==> config.mk <==
export PLATFORM = sky130hd
export DESIGN_NAME = cfa_ram
export DESIGN_NICKNAME = d
export VERILOG_FILES = /design/src/rtl/cfa_ram.sv
export SDC_FILE = /design/constraint.sdc
export NUM_CORES = 2
export LEC_CHECK = 0
export BUFFER_PORTS_ARGS = -buffer_cell sky130_fd_sc_hd__buf_2
export CORE_MARGIN = 2
export CORE_UTILIZATION = 63
export CTS_CLUSTER_DIAMETER = 40
export DETAILED_ROUTE_END_ITERATION = 10
export MAX_ROUTING_LAYER = met4
export PLACE_DENSITY = 0.79
export SLEW_MARGIN = 20
export SYNTH_ARGS = -nofsm -noshare
export SYNTH_HDL_FRONTEND = slang
export SYNTH_SLANG_ARGS = --single-unit
==> constraint.sdc <==
create_clock -name clk -period 3.9 [get_ports clk]
set_input_delay 0.195 -clock clk [delete_from_list [all_inputs] [get_ports clk]]
set_output_delay 0.195 -clock clk [all_outputs]
set_load 0.005 [all_outputs]
==> src/rtl/cfa_ram.sv <==
`default_nettype none
// ----------------------------------------------------------------------------
// cfa_ram
// Simple dual-port synchronous table: one write port, one registered read.
// ----------------------------------------------------------------------------
module cfa_ram #(
  parameter int DEPTH = 64,
  parameter int WIDTH = 32
) (
  input  wire logic                     clk,
  input  wire logic                     wr_en,
  input  wire logic [$clog2(DEPTH)-1:0] wr_addr,
  input  wire logic [WIDTH-1:0]         wr_data,
  input  wire logic [$clog2(DEPTH)-1:0] rd_addr,
  output logic      [WIDTH-1:0]         rd_data
);

  logic [WIDTH-1:0] mem [DEPTH];
  logic [WIDTH-1:0] rd_data_r;

  always_ff @(posedge clk) begin
    if (wr_en) begin
      mem[wr_addr] <= wr_data;
    end
    rd_data_r <= mem[rd_addr];
  end

  assign rd_data = rd_data_r;

endmodule
`default_nettype wire

# Word level (Yosys, flattened, before mapping)
# Memory sizes are Yosys's and may differ from the RTL's. A register that Yosys moved wholly into a read port is not among the register bits.
# Cells that the tools add are included.
dict set report word_totals {
  regBits 0
  ram_bits 2048
  in_bits 46
  output_inout_bits 32
  elab_cells 3
  n_memories 1
}
# name depth width rd rd_clocked_by_memory_dff write_ports line_no
set mem_list {}
lappend mem_list {mem 64 32 1 1 1 18} ;# logic [WIDTH-1:0] mem [DEPTH];
dict set report classes {
  muxes 2
}
# operator count
set ops {}
lappend ops {{two-way mux 1 bit} 2}

# Logic depth before layout (Yosys ltp)
dict set report logic_depth {
  depth_word 2
  depth_mapped 10
  ltp_nobuf 5
}

# Worst setup path before layout
# No wires, ideal clock.
dict set report synth_timing {
  path_kind {input-to-reg}
  start {input port wr_addr[3]}
  end {memory mem[48][0] (enable)}
  setup_time_ps 461
  arrival_ps 2894
  required_time_ps 3439
  slack_ps 545
  stages 4
  n_path_buf 1
  path_cell_list {clkbuf_1 nor2b_1 nand4b_1 nor3_1}
}
# element line_no
set synth_lines {}
lappend synth_lines {{start, declared} 12} ;# input wire logic [$clog2(DEPTH)-1:0] wr_addr,
lappend synth_lines {{end, declared} 18}
# No word-level cell before the write port.

==> summary.txt <==
Critical path
  • RR Startpoint: mem[3][25]
  • Crit path launch type: input port
  • Arr. time, crit path: about 3.5 ns
  • R2R cell count: 4
  • Worst setup path category: in2reg
  • Kind of capture point of the worst setup path: flop
  • Setup slack of the worst register-to-register path: around 1.4 ns
  • End of the worst register-to-register path: rd_data[25]
  • Endpoint required time on the critical path: 4.58 ns
  • CP Max Fanout: 30

Logic synthesis
  • Area share of xor/xnor cells in the synthesized design: 0
  • Share of cell area taken by muxes after synthesis: 0.168
  • Area fraction in compound gates after synthesis: 0.0167
  • Adder-cell share of the synthesized area: 0
  • Flops & latches, synth: 2,080
  • Summed instance area of the synthesized netlist: 0.0785 mm²
  • Syn_area_per_cell: 23.6 µm²
  • Post-synth ARST share: 0
  • Post-synth EDFFs: between 2,000 and 2,500
  • Simple-gate portion of the synthesized area: 0.0127
  • Warning count from the yosys run: 0
  • Main combinational cell family by area after synthesis: multiplexers
  • Number of library cell types mapped by synthesis: 34
  • Prevailing post-synth register cell: sky130_fd_sc_hd__edfxtp_1
  • Proportion of synthesized chip area in sequential cells: 0.791
  • Net count after synthesis: roughly 3,400
  • Syn Inst Count: 3,324

Job
  • Count of max-cap constraint violations: 0

Power
  • Maximum vdd ir drop: 551 µV
  • Cell leakage power: 28.0 nW
  • Power per standard cell area: 529 mW/mm²

Finish
  • Area overhead of the layout relative to synthesis: 13.5%
  • Post-route standard cell area excluding fillers: 0.0892 mm²
  • Commonest cells after routing, fill and taps aside: sky130_fd_sc_hd__edfxtp_1, sky130_fd_sc_hd__mux4_2, sky130_fd_sc_hd__clkbuf_16
  • Number of fill cells in the layout: 6,521
  • Share of layout cells above drive strength 1: 0.309
  • Final-stage net count: ~3,700
  • Most common cell after layout, fill and taps aside: sky130_fd_sc_hd__edfxtp_1

Routing
  • Via density per instance: 7.25
  • Final routed DRC violation total: 0
  • Avg WL per Cell: 39.2 µm
  • Count of vias placed by the detailed router: roughly 40,000
  • Number of search-and-repair iterations in the first detailed-routing pass: 6
  • Total Wirelength: between 200,000 and 250,000 µm
  • Iteration-0 DRC Markers: 6,973
  • Final antenna-violating net count: 0

GRT
  • Total routing usage reported by global routing: 0.356
  • Pin count of the biggest net entering global routing: 71
  • First-pass GRT wire length: 301,000 µm
  • Initial antenna violation count: 12
  • Vias in the first global route: 40,700
  • Total congestion overflow: 0

Min path
  • Cells on Worst Hold Path: 2
  • Hold path start: wr_data[3]
  • Hold-critical path endpoint: mem[3][3]
  • Path type of the worst min-delay path: in2reg

Placed design
  • Placement-stage cell area: 0.0821 mm²
  • Dpl hpwl: 110,000 µm
  • Final weighted congestion in routability-driven placement: ~0.86
  • Port Buffer Count: 77

Clocking
  • Clock sink count: 2,080
  • Clock transition at the register clock pins on the worst setup and hold paths after CTS: 0.06 ns
  • H-tree depth reported by CTS: 4
  • Clk root buf: sky130_fd_sc_hd__clkbuf_16
  • Clk_lat worst skew: 0.83 ns
  • Maximum buffer depth of the clock tree: 3
  • Total CTS buffers: 202
  • CTS tree: done
  • Setup bufs post-CTS: 0

Die
  • Width of the die: 357 µm
  • Die Ht: approximately 360 µm
  • Row Count: 129
  • Ports: 78
  • Initial Utilization: 0.635
  • Total Die Area: 0.127 mm²
  • Placeable Area: ~0.12 mm²

STA
  • Clock period minus final worst setup slack: approximately 2.8 ns
  • Post-route setup TNS: 0 ns
  • Worst slew pin tran: 1.22 ns
  • Clock skew: 0.0233 ns
  • Final worst path period share: 0.710
  • Remaining max-slew budget at the tightest pin: 0.185
  • Setup repair after global routing missed its margin: false
  • Final hold viol count: 0
  • Total setup violations reported at the end of the flow: 0
  • Highest achievable clock rate: 361 MHz
  • Slew Limit Fails: 0

Outcome
  • Outcome: finished clean
==> metrics by stage <==
stage / utilization / power, mW / hold WS (ns) / setup slack [ns] / cells
6_report: 0.721 / 47.2 / 0.0405 / 1.13 / 5450
5_1_grt: 0.721 / 48.1 / 0.0750 / 1.06 / 5442
4_1_cts: 0.720 / 47.2 / 0.0203 / 1.29 / 5422
3_5_place_dp: 0.664 / 27.6 / 0.490 / 0.504 / 5037
3_3_place_gp: 0.664 / 27.5 / 0.474 / 0.533 / 5037
2_1_floorplan: - / 26.5 / 0.294 / 0.545 / 3324
==> worst max path at each step <==
stage	startpoint	depth (start not counted)	end
after detailed placement	rd_addr[0]	9	rd_data[18]
after CTS	rd_addr[0]	9	rd_data[18]
after floorplan	wr_addr[3]	4	mem[48][0]
after global placement	rd_addr[0]	9	rd_data[18]
final	rd_addr[0]	9	rd_data[18]
after global routing	rd_addr[0]	9	rd_data[18]
==> synth_stat cells (all sizes together), types with 2 or more instances <==
cell | count | share of area
nand4 | 2 | 0.00016
dfxtp | 32 | 0.0082
nand2b | 8 | 0.00064
edfxtp | 2048 | 0.78
nor3 | 7 | 0.00045
o22ai | 84 | 0.0067
a41o | 4 | 0.00051
clkbuf | 74 | 0.0035
or3b | 5 | 0.00056
o32ai | 4 | 0.00045
mux2i | 93 | 0.012
or3 | 3 | 0.00024
o221ai | 27 | 0.0030
and2 | 2 | 0.00016
a311oi | 8 | 0.00089
nand3 | 5 | 0.00032
and3 | 4 | 0.00032
nor2 | 137 | 0.0065
a22oi | 12 | 0.0011
nand3b | 5 | 0.00048
a21oi | 62 | 0.0040
or2 | 3 | 0.00024
nor2b | 15 | 0.0012
mux4 | 544 | 0.16
buf | 108 | 0.0077
nand2 | 26 | 0.0012
==> sequential cells by signal, summed over array words and instances, names as in the netlist <==
register and flops:
mem 2048, rd_data 32
==> metal layers <==
metal  part of all wire  vias up  GRT usage
met4              0.058        0      0.180
met1               0.32    20500      0.447
met3               0.13      691     0.0905
met2               0.49     3421      0.547
li1                   -    14900          -
met5                  0        -          -
==> area by class of cell <==
class | count | area (µm²) | share of cell area
diodes | 16 | 40.0 | 0.000449
clock inverters | 115 | 1200 | 0.0135
clock buffers | 260 | 5540 | 0.0622
well taps | 1637 | 2050 | 0.0230
multi-input cells | 1062 | 16000 | 0.179
flip-flops and latches | 2080 | 62100 | 0.697
repair buffers | 280 | 2210 | 0.0248
==> cell families (layout without fill, tap and decap cells) <==
| kind of cell | after synthesis | in the layout |
|---|---|---|
| buffers and inverters | 182 | 655 |
| and+or+nand+nor | 223 | 223 |
| DFF | 2080 | 2080 |
| other | 0 | 16 |
| muxes | 637 | 637 |
| AOI/OAI and AO/OA | 202 | 202 |
==> critical path: stages <==
cell and delay (ns):
sky130_fd_sc_hd__buf_8 0.39, sky130_fd_sc_hd__buf_12 0.33, sky130_fd_sc_hd__buf_4 0.39, sky130_fd_sc_hd__buf_4 0.26, sky130_fd_sc_hd__mux4_2 0.52, sky130_fd_sc_hd__mux2i_1 0.31, sky130_fd_sc_hd__nand3b_1 0.14, sky130_fd_sc_hd__a31oi_1 0.75
sky130_fd_sc_hd__nor2_1 0.09
==> timing repair <==
| action | in CTS | in global routing |
|---|---|---|
| gates resized for setup | 0 | 0 |
| endpoints found under the hold margin | 171 | 327 |
| hold buffers | 10 | 12 |
==> report_power, final <==
part,internal [mW],switching (mW)
clock network,11.5,8.44
logic,0.874,1.56
registers,24.7,0.107
Power figures use the tool's default switching activity.
